`src/hw/rtl/tws_pkg.sv`:
```
// ----------------------------------------------------------------------------
// tws_pkg: shared types and constants of the three-wire register serial master
// Request payloads, classified queue items, configuration bundle and codes.
// ----------------------------------------------------------------------------
package tws_pkg;

	// operation codes of a request
	typedef enum logic [1:0] {
		OP_TICK,
		OP_WRITE,
		OP_READ,
		OP_FREQ
	} op_t;

	// sequencer phases
	typedef enum logic [2:0] {
		PH_IDLE,
		PH_TXW,
		PH_TXR,
		PH_TURN,
		PH_RX,
		PH_GAP
	} phase_t;

	// status codes
	localparam logic [1:0] ST_OK    = 2'd0;
	localparam logic [1:0] ST_RANGE = 2'd1;
	localparam logic [1:0] ST_BUSY  = 2'd2;

	// configuration register indexes
	localparam logic [1:0] CFG_FREQ_MIN = 2'd0;
	localparam logic [1:0] CFG_FREQ_MAX = 2'd1;
	localparam logic [1:0] CFG_HALF_PER = 2'd2;

	// configuration reset values
	localparam logic [19:0] FREQ_MIN_RST = 20'd50000;
	localparam logic [19:0] FREQ_MAX_RST = 20'd1000000;
	localparam logic [7:0]  HALF_PER_RST = 8'd1;

	// frame constants
	localparam logic [6:0] ADDR_FREQ_HI    = 7'h29;
	localparam logic [6:0] ADDR_FREQ_LO    = 7'h2A;
	localparam logic [4:0] WRITE_BITS      = 5'd24;
	localparam logic [4:0] READ_CMD_BITS   = 5'd8;
	localparam logic [4:0] READ_DATA_BITS  = 5'd16;

	// input request fields
	typedef struct packed {
		logic [1:0]  operation;
		logic [7:0]  cmd_code;
		logic [15:0] write_data;
		logic [19:0] freq_req;
		logic        sda_in;
	} tws_in_t;

	// result fields
	typedef struct packed {
		logic        chip_select_n;
		logic        serial_clock;
		logic        serial_data_out;
		logic        data_drive_enable;
		logic        busy_res;
		logic        done_res;
		logic [1:0]  status;
		logic [7:0]  read_low;
		logic [7:0]  read_high;
	} tws_out_t;

	// request after classification
	typedef struct packed {
		op_t         op;
		logic [7:0]  cmd_code;
		logic [15:0] write_data;
		logic        sda_in;
		logic        freq_ok;
		logic [15:0] freq_hi;
		logic [15:0] freq_lo;
	} tws_item_t;

	// configuration bundle
	typedef struct packed {
		logic [19:0] freq_min;
		logic [19:0] freq_max;
		logic [7:0]  half_period;
	} tws_cfg_t;

endpackage

```
`src/hw/rtl/tws_front.sv`:
```
// ----------------------------------------------------------------------------
// tws_front: request intake and classification
// Decodes each request, checks the frequency range, splits the scaled
// frequency into its two register words and holds items in a 2-entry queue.
// ----------------------------------------------------------------------------
module tws_front (
	input  logic               clk,
	input  logic               arst_n,
	input  logic               in_valid,
	output logic               in_ready,
	input  tws_pkg::tws_in_t   in_data,
	input  tws_pkg::tws_cfg_t  cfg,
	output logic               q_valid,
	output tws_pkg::tws_item_t q_item,
	input  logic               q_pop
);

	tws_pkg::tws_item_t item_c;
	tws_pkg::tws_item_t mem_q [2];
	logic               wr_ptr_q;
	logic               rd_ptr_q;
	logic [1:0]         count_q;
	logic               push;

	// classify: range check and freq * 16 split into bits 23:16 and 15:0
	always_comb begin
		item_c.op           = tws_pkg::op_t'(in_data.operation);
		item_c.cmd_code     = in_data.cmd_code;
		item_c.write_data   = in_data.write_data;
		item_c.sda_in       = in_data.sda_in;
		item_c.freq_ok      = (in_data.freq_req >= cfg.freq_min) &&
		                      (in_data.freq_req <= cfg.freq_max);
		item_c.freq_hi      = {8'd0, in_data.freq_req[19:12]};
		item_c.freq_lo      = {in_data.freq_req[11:0], 4'd0};
	end

	assign in_ready = (count_q != 2'd2);
	assign push     = in_valid && in_ready;
	assign q_valid  = (count_q != 2'd0);
	assign q_item   = mem_q[rd_ptr_q];

	// queue storage
	always_ff @(posedge clk) begin
		if (push) begin
			mem_q[wr_ptr_q] <= item_c;
		end
	end

	// queue pointers
	always_ff @(posedge clk or negedge arst_n) begin
		if (!arst_n) begin
			wr_ptr_q <= 1'b0;
			rd_ptr_q <= 1'b0;
			count_q  <= 2'd0;
		end else begin
			if (push) begin
				wr_ptr_q <= ~wr_ptr_q;
			end
			if (q_pop) begin
				rd_ptr_q <= ~rd_ptr_q;
			end
			count_q <= count_q + {1'b0, push} - {1'b0, q_pop};
		end
	end

`ifndef SYNTH
	// pop only what is stored
	a_pop_nonempty: assert property (@(posedge clk) disable iff (!arst_n)
		q_pop |-> q_valid)
		else $error("queue popped while empty");
`endif

endmodule

```
`src/hw/rtl/tws_back.sv`:
```
// ----------------------------------------------------------------------------
// tws_back: serial sequencer
// Runs one tick of pin timing per queued item and registers the pin levels
// and status of that tick in the result register.
// ----------------------------------------------------------------------------
module tws_back (
	input  logic               clk,
	input  logic               arst_n,
	input  logic               q_valid,
	input  tws_pkg::tws_item_t q_item,
	output logic               q_pop,
	input  tws_pkg::tws_cfg_t  cfg,
	output logic               out_valid,
	input  logic               out_ready,
	output tws_pkg::tws_out_t  out_data
);

	tws_pkg::phase_t   phase_q, n_phase;
	logic [4:0]        bc_q, n_bc;
	logic [7:0]        pt_q, n_pt;
	logic [23:0]       tx_q, n_tx;
	logic [15:0]       rx_q, n_rx;
	logic [15:0]       pend_lo_q, n_pend_lo;
	logic              pend_q, n_pend;
	logic              lvl_q, n_lvl;
	logic              done_c;
	logic [1:0]        status_c;
	tws_pkg::tws_out_t res_c;
	tws_pkg::tws_out_t out_data_q;
	logic              out_valid_q;
	logic [7:0]        hp;
	logic [7:0]        pt_inc;
	logic [7:0]        tk_pt;
	logic              tk_lvl;
	logic [4:0]        tk_bc;
	logic              tk_bit;

	assign q_pop     = q_valid && (!out_valid_q || out_ready);
	assign out_valid = out_valid_q;
	assign out_data  = out_data_q;

	// clock phase advance for this tick
	always_comb begin
		hp     = (cfg.half_period == 8'd0) ? 8'd1 : cfg.half_period;
		pt_inc = pt_q + 8'd1;
		tk_pt  = pt_inc;
		tk_lvl = lvl_q;
		tk_bc  = bc_q;
		tk_bit = 1'b0;
		if (pt_inc >= hp) begin
			tk_pt = 8'd0;
			if (!lvl_q) begin
				tk_lvl = 1'b1;
			end else begin
				tk_lvl = 1'b0;
				tk_bc  = bc_q - 5'd1;
				tk_bit = 1'b1;
			end
		end
	end

	// next state
	always_comb begin
		n_phase   = phase_q;
		n_bc      = bc_q;
		n_pt      = pt_q;
		n_tx      = tx_q;
		n_rx      = rx_q;
		n_pend_lo = pend_lo_q;
		n_pend    = pend_q;
		n_lvl     = lvl_q;
		done_c    = 1'b0;
		status_c  = tws_pkg::ST_OK;
		unique case (phase_q)
			tws_pkg::PH_IDLE: begin
				unique case (q_item.op)
					tws_pkg::OP_TICK: begin
					end
					tws_pkg::OP_WRITE: begin
						n_pend  = 1'b0;
						n_phase = tws_pkg::PH_TXW;
						n_tx    = {1'b0, q_item.cmd_code[6:0], q_item.write_data};
						n_bc    = tws_pkg::WRITE_BITS;
						n_pt    = 8'd0;
						n_lvl   = 1'b0;
					end
					tws_pkg::OP_READ: begin
						n_pend  = 1'b0;
						n_rx    = 16'd0;
						n_phase = tws_pkg::PH_TXR;
						n_tx    = {q_item.cmd_code, 16'd0};
						n_bc    = tws_pkg::READ_CMD_BITS;
						n_pt    = 8'd0;
						n_lvl   = 1'b0;
					end
					tws_pkg::OP_FREQ: begin
						if (!q_item.freq_ok) begin
							done_c   = 1'b1;
							status_c = tws_pkg::ST_RANGE;
						end else begin
							n_pend_lo = q_item.freq_lo;
							n_pend    = 1'b1;
							n_phase   = tws_pkg::PH_TXW;
							n_tx      = {1'b0, tws_pkg::ADDR_FREQ_HI, q_item.freq_hi};
							n_bc      = tws_pkg::WRITE_BITS;
							n_pt      = 8'd0;
							n_lvl     = 1'b0;
						end
					end
				endcase
			end
			tws_pkg::PH_TXW, tws_pkg::PH_TXR: begin
				n_pt  = tk_pt;
				n_lvl = tk_lvl;
				n_bc  = tk_bc;
				if (tk_bit) begin
					n_tx = {tx_q[22:0], 1'b0};
					if (tk_bc == 5'd0) begin
						if (phase_q == tws_pkg::PH_TXR) begin
							n_phase = tws_pkg::PH_TURN;
						end else if (pend_q) begin
							n_phase = tws_pkg::PH_GAP;
						end else begin
							n_phase = tws_pkg::PH_IDLE;
							done_c  = 1'b1;
						end
					end
				end
			end
			tws_pkg::PH_TURN: begin
				n_phase = tws_pkg::PH_RX;
				n_tx    = 24'd0;
				n_bc    = tws_pkg::READ_DATA_BITS;
				n_pt    = 8'd0;
				n_lvl   = 1'b0;
			end
			tws_pkg::PH_RX: begin
				n_pt  = tk_pt;
				n_lvl = tk_lvl;
				n_bc  = tk_bc;
				if (tk_bit && (tk_bc == 5'd0)) begin
					n_phase = tws_pkg::PH_IDLE;
					done_c  = 1'b1;
				end else if (tk_lvl && (tk_pt == hp - 8'd1)) begin
					// sample on the last tick of the high phase
					n_rx = {rx_q[14:0], q_item.sda_in};
				end
			end
			tws_pkg::PH_GAP: begin
				n_pend  = 1'b0;
				n_phase = tws_pkg::PH_TXW;
				n_tx    = {1'b0, tws_pkg::ADDR_FREQ_LO, pend_lo_q};
				n_bc    = tws_pkg::WRITE_BITS;
				n_pt    = 8'd0;
				n_lvl   = 1'b0;
			end
			default: begin
				n_phase = tws_pkg::PH_IDLE;
			end
		endcase
		// a request during a transfer is refused, the transfer goes on
		if ((phase_q != tws_pkg::PH_IDLE) && (q_item.op != tws_pkg::OP_TICK)) begin
			done_c   = 1'b1;
			status_c = tws_pkg::ST_BUSY;
		end
	end

	// pin levels and status of this tick
	always_comb begin
		res_c.chip_select_n     = (n_phase == tws_pkg::PH_IDLE) ||
		                          (n_phase == tws_pkg::PH_GAP);
		res_c.serial_clock      = ((n_phase == tws_pkg::PH_TXW) ||
		                           (n_phase == tws_pkg::PH_TXR) ||
		                           (n_phase == tws_pkg::PH_RX)) && n_lvl;
		res_c.data_drive_enable = !((n_phase == tws_pkg::PH_TURN) ||
		                            (n_phase == tws_pkg::PH_RX));
		res_c.serial_data_out   = ((n_phase == tws_pkg::PH_TXW) ||
		                           (n_phase == tws_pkg::PH_TXR)) && n_tx[23];
		res_c.busy_res          = (n_phase != tws_pkg::PH_IDLE);
		res_c.done_res          = done_c;
		res_c.status            = status_c;
		res_c.read_low          = n_rx[15:8];
		res_c.read_high         = n_rx[7:0];
	end

	// sequencer state
	always_ff @(posedge clk or negedge arst_n) begin
		if (!arst_n) begin
			phase_q   <= tws_pkg::PH_IDLE;
			bc_q      <= 5'd0;
			pt_q      <= 8'd0;
			tx_q      <= 24'd0;
			rx_q      <= 16'd0;
			pend_lo_q <= 16'd0;
			pend_q    <= 1'b0;
			lvl_q     <= 1'b0;
		end else if (q_pop) begin
			phase_q   <= n_phase;
			bc_q      <= n_bc;
			pt_q      <= n_pt;
			tx_q      <= n_tx;
			rx_q      <= n_rx;
			pend_lo_q <= n_pend_lo;
			pend_q    <= n_pend;
			lvl_q     <= n_lvl;
		end
	end

	// result register
	always_ff @(posedge clk or negedge arst_n) begin
		if (!arst_n) begin
			out_valid_q <= 1'b0;
		end else if (q_pop) begin
			out_valid_q <= 1'b1;
		end else if (out_ready) begin
			out_valid_q <= 1'b0;
		end
	end

	always_ff @(posedge clk) begin
		if (q_pop) begin
			out_data_q <= res_c;
		end
	end

`ifndef SYNTH
	// the gap only exists while the second frequency write is owed
	a_gap_pending: assert property (@(posedge clk) disable iff (!arst_n)
		(phase_q == tws_pkg::PH_GAP) |-> pend_q)
		else $error("gap phase without pending write");

	// clock rests low when idle
	a_idle_clock_low: assert property (@(posedge clk) disable iff (!arst_n)
		(phase_q == tws_pkg::PH_IDLE) |-> !lvl_q)
		else $error("clock high in idle");

	// bit counter never exceeds a full write frame
	a_bit_count_range: assert property (@(posedge clk) disable iff (!arst_n)
		bc_q <= tws_pkg::WRITE_BITS)
		else $error("bit counter out of range");
`endif

endmodule

```
`src/hw/rtl/three_wire_register_serial_master.sv`:
```
// An accepted request passes the queue and then the result register before out_valid
// rises; while the output stalls, requests wait in the queue and the result register.
// Throughput: one request per cycle unless the output stalls; the sequencer steps one
// tick per cycle to the result register; a 2-entry queue decouples intake from stalls.
// Reset: arst_n clears the queue, sequencer and result valid; configuration returns
// to 50000 / 1000000 kHz and a half period of 1 tick.
// ----------------------------------------------------------------------------
// three_wire_register_serial_master: tick-driven 3-wire serial register master
// Holds the configuration registers and joins the intake queue to the sequencer.
// ----------------------------------------------------------------------------
module three_wire_register_serial_master (
	input  logic              clk,
	input  logic              arst_n,
	input  logic              in_valid,
	output logic              in_ready,
	input  tws_pkg::tws_in_t  in_data,
	output logic              out_valid,
	input  logic              out_ready,
	output tws_pkg::tws_out_t out_data,
	input  logic              cfg_we,
	input  logic [1:0]        cfg_index,
	input  logic [19:0]       cfg_wdata
);

	tws_pkg::tws_cfg_t  cfg_q;
	logic               q_valid;
	logic               q_pop;
	tws_pkg::tws_item_t q_item;

	// configuration registers
	always_ff @(posedge clk or negedge arst_n) begin
		if (!arst_n) begin
			cfg_q.freq_min    <= tws_pkg::FREQ_MIN_RST;
			cfg_q.freq_max    <= tws_pkg::FREQ_MAX_RST;
			cfg_q.half_period <= tws_pkg::HALF_PER_RST;
		end else if (cfg_we) begin
			unique case (cfg_index)
				tws_pkg::CFG_FREQ_MIN: cfg_q.freq_min    <= cfg_wdata;
				tws_pkg::CFG_FREQ_MAX: cfg_q.freq_max    <= cfg_wdata;
				tws_pkg::CFG_HALF_PER: cfg_q.half_period <= cfg_wdata[7:0];
				default: begin
				end
			endcase
		end
	end

	tws_front u_front (
		.clk      (clk),
		.arst_n   (arst_n),
		.in_valid (in_valid),
		.in_ready (in_ready),
		.in_data  (in_data),
		.cfg      (cfg_q),
		.q_valid  (q_valid),
		.q_item   (q_item),
		.q_pop    (q_pop)
	);

	tws_back u_back (
		.clk       (clk),
		.arst_n    (arst_n),
		.q_valid   (q_valid),
		.q_item    (q_item),
		.q_pop     (q_pop),
		.cfg       (cfg_q),
		.out_valid (out_valid),
		.out_ready (out_ready),
		.out_data  (out_data)
	);

endmodule
```
`config.mk`:
```
export PLATFORM = sky130hd
export DESIGN_NAME = three_wire_register_serial_master
export DESIGN_NICKNAME = d
export VERILOG_FILES = /design/src/hw/rtl/tws_pkg.sv /design/src/hw/rtl/tws_front.sv /design/src/hw/rtl/tws_back.sv /design/src/hw/rtl/three_wire_register_serial_master.sv
export SDC_FILE = /design/constraint.sdc
export NUM_CORES = 1
export LEC_CHECK = 0
export BUFFER_PORTS_ARGS = -buffer_cell sky130_fd_sc_hd__buf_2
export CAP_MARGIN = 5
export CELL_PAD_IN_SITES_DETAIL_PLACEMENT = 1
export CELL_PAD_IN_SITES_GLOBAL_PLACEMENT = 2
export CORE_AREA = 2 2 153 215
export CTS_CLUSTER_SIZE = 28
export DETAILED_ROUTE_END_ITERATION = 8
export DIE_AREA = 0 0 155 217
export HOLD_SLACK_MARGIN = 0.1
export PLACE_DENSITY = 0.88
export SYNTH_ARGS = -nofsm -noshare
export SYNTH_HDL_FRONTEND = slang
export SYNTH_HIERARCHICAL = 1
export SYNTH_SLANG_ARGS = --single-unit
```
`constraint.sdc`:
```
create_clock -name clk -period 3.9 [get_ports clk]
set_input_delay 0.78 -clock clk [delete_from_list [all_inputs] [get_ports clk]]
set_output_delay 0.78 -clock clk [all_outputs]
set_load 0.01 [all_outputs]
```
==> impl_metrics.yaml <==
status:
  status: "finished with violations"
  violations: "setup timing"
logic_synthesis:
  synth_seq_cells: 247
  synthFlopType: "edfxtp_1"
  synth_area_leaders: "edfxtp_1 30%, dfrtp_1 24%, mux2_2 11%"
  synth_area_um2: 12000
  avgSynthCellArea_um2: 12.6
  yosys.cell_types.count: 69
  synth_top_area_cell: "edfxtp_1"
  synth_edf_count: 120
  async_flop_share: 0.514
  ys_seq_area_frac: 0.569
  synth_common_cells: "120 x edfxtp_1, 114 x mux2_2, 113 x dfrtp_1"
  yosys.cell_count.top_type: "edfxtp_1"
  syn_inst: 949
  synth_top_area_frac: 0.302
  yosys_warnings: 6
global_route:
  use_met3: 0.0209
  grt_usage: 0.173
  grt_pass1_vias: 8803
  grt_use_met2: 0.318
  grt_overflow: 0
  grt-busiest-layer: "met2"
  grt_pass1_wl_mm: 46.3
  grt_antenna_before_repair: 0
  grtUsageMet1: 0.203
  grt_max_degree: 54
cells_and_area:
  nets: 1230
  layout.cells.non_filler: 1516
  n_antenna_cell: 0
  syn_to_final_growth_pct: 18.8
  drive_gt1_frac: 0.324
  fillers: 3373
  stdcell_area_um2: 14200
die:
  fp.dieH_um: 217
  ios: 100
  start_util: 0.375
  core_um2: 31900
  fp.dieW_um: 155
  fp.dieArea_um2: 33600
  fp-row-count: 78
pwr:
  power.density_nw_per_um2: 639
  leakagePower_nw: 6.06
  ir_worst_vdd_mv: 0.381
routing:
  ant_nets: 0
  drt_first_pass_iters: 8
  via_count: 8055
  vias_per_cell: 5.31
  drt_iter0_markers: 483
  drc: 0
  totalWireLength_mm: 29.1
  wl_per_cell_um: 19.2
placed_design:
  io_buffer_count: 99
  place_inst: 1458
  placed_area_um2: 13200
  place.gp.congestion: 0.843
  hpwl_mm: 20.9
clocking:
  cts_root_buffer: "clkbuf_16"
  numCtsBuffers: 25
  tritoncts: "done"
  clk_pin_slew_ns: 0.06
  cts-htree-levels: 1
  clock_sinks: 247
  insertion_delay_ns: 0.54
  clock_path_buffers: 3
sta:
  finalMaxSlewViolations: 0
  clock.fmax_ghz: 0.255
  finalHoldViolations: 0
  fin_tns_setup_ns: -0.0585
  fin_crit_sh: 1.01
  hold-worst-slack_ns: 0.275
  fin_crit_ns: 3.92
  setup_viol: 8
  clock-skew-final_ns: 0.0129
  worst_slack_ns: -0.0199
  worst-slew-pin-transition_ns: 1.11
  slew-limit-headroom: 0.261
  rsz0062_at_grt: "true"
worst_setup_path:
  crit_start: "cfg_q[5]"
  reg2reg_from: "cfg_q[5]"
  reg2reg_slack_ns: -0.02
  critical_path_arrival_ns: 4.39
  required_ns: 4.37
  critPathLaunchType: "flop"
  end_kind: "flop"
  r2r_cells: 16
  r2r-end: "u_back/rx_q[14]"
  path_class: "flop to flop"
  crit_fanout: 11
job:
  maxCapViolations: 0
hold_path:
  hold_path.class: "input pin to async pin"
[where the power goes]
group / internal [mW] / total (mW) / switching [mW]
combinational: 1.27 / 2.97 / 1.69
clock: 1.24 / 2.25 / 1.01
sequential: 3.49 / 3.85 / 0.360
[timing repair]
item,CTS,global route
endpoints found under the setup margin,33,49
hold buffers,0,0
pin swaps,3,18
buffers inserted,4,9
endpoints found under the hold margin,0,0
resized for setup,10,19
[placed cells by master (no fill, tap or decap), types with 7 or more instances in the layout]
cell         n
xnor2_1     11
and2_1       8
conb_1      12
dfstp_2     14
nor2b_1      7
nor2_1      33
clkbuf_16   25
a22o_1      36
a21oi_1     40
nand2_1     66
inv_1       61
a222oi_1    17
buf_4       51
ha_1        54
clkbuf_1     8
o21ai_0     42
edfxtp_1   120
dfrtp_1    112
a21o_1      22
nand2b_1    11
nand3_1     15
mux2_2     114
buf_2       98
[cells by family (layout without fill, tap and decap cells)]
group	Yosys count	in the layout	synth area share
AND/OR/NAND/NOR	193	193	0.0824
adder cells (fa/ha/maj)	59	59	0.0616
multiplexers	116	116	0.109
other	1	12	0.000314
flip-flops	247	247	0.569
buffers and inverters	110	266	0.0410
XOR/XNOR	19	19	0.0152
AO/OA/AOI/OAI	204	204	0.121
[flip-flops by register name (all words and copies together) (netlist names)]
signal / count
u_back/pend_q: 1
u_back/out_data: 24
u_back/rx_q: 16
u_back/pt_q: 8
u_back/out_valid: 1
u_back/pend_lo_q: 16
u_back/phase_q: 3
u_front/mem_q: 96
u_front/wr_ptr_q: 1
u_back/tx_q: 24
u_back/bc_q: 5
cfg_q: 48
u_front/rd_ptr_q: 1
u_front/count_q: 2
u_back/lvl_q: 1
[per-stage QoR]
stage          power, mW  setup WS (ns)   util
2_1_floorplan       5.77         -0.282      -
3_3_place_gp        6.63         -0.144  0.414
3_5_place_dp        6.78         -0.230  0.414
4_1_cts             9.08         -0.100  0.440
5_1_grt             9.61         -0.228  0.445
6_report            9.07        -0.0199  0.445
[metal layers]
| layer | vias up | routed length [um] |
|---|---|---|
| met5 | - | 0 |
| met4 | 0 | 973 |
| met3 | 55 | 1090 |
| met2 | 190 | 15400 |
| met1 | 4022 | 11600 |
| li1 | 3788 | - |
[critical path: stages (launching register included)]
cell     delay [ns]
dfrtp_1        0.37
or4_4          0.55
nor4_4         0.16
or2_4          0.18
ha_4           0.19
and3_4         0.15
o21ai_4        0.15
a31oi_4        0.11
or4_4          0.52
a211o_1        0.31
a211o_1        0.30
nor4_4         0.17
buf_6          0.17
buf_6          0.10
and2_4         0.15
buf_12         0.12
a22o_1         0.14
[worst max-delay path by stage]
stage,endpoint,slack (ns)
after floorplan,u_back/out_data[10],-0.28
after global placement,u_back/rx_q[4],-0.14
after detailed placement,u_back/rx_q[1],-0.23
after CTS,u_back/rx_q[14],-0.10
after global routing,u_back/rx_q[14],-0.23
final,u_back/rx_q[14],-0.02
[layout make-up]
class                      count  area [um2]  area share
clock buffer                  36         697      0.0491
clock inverter                 9        53.8     0.00379
inverter                      63         236      0.0167
multi-input combinational    603        4910       0.346
sequential                   247        6800       0.479
tap                          400         500      0.0353
timing repair buffer         158        1000      0.0705
Note: power is estimated with default switching activity, not from simulation.
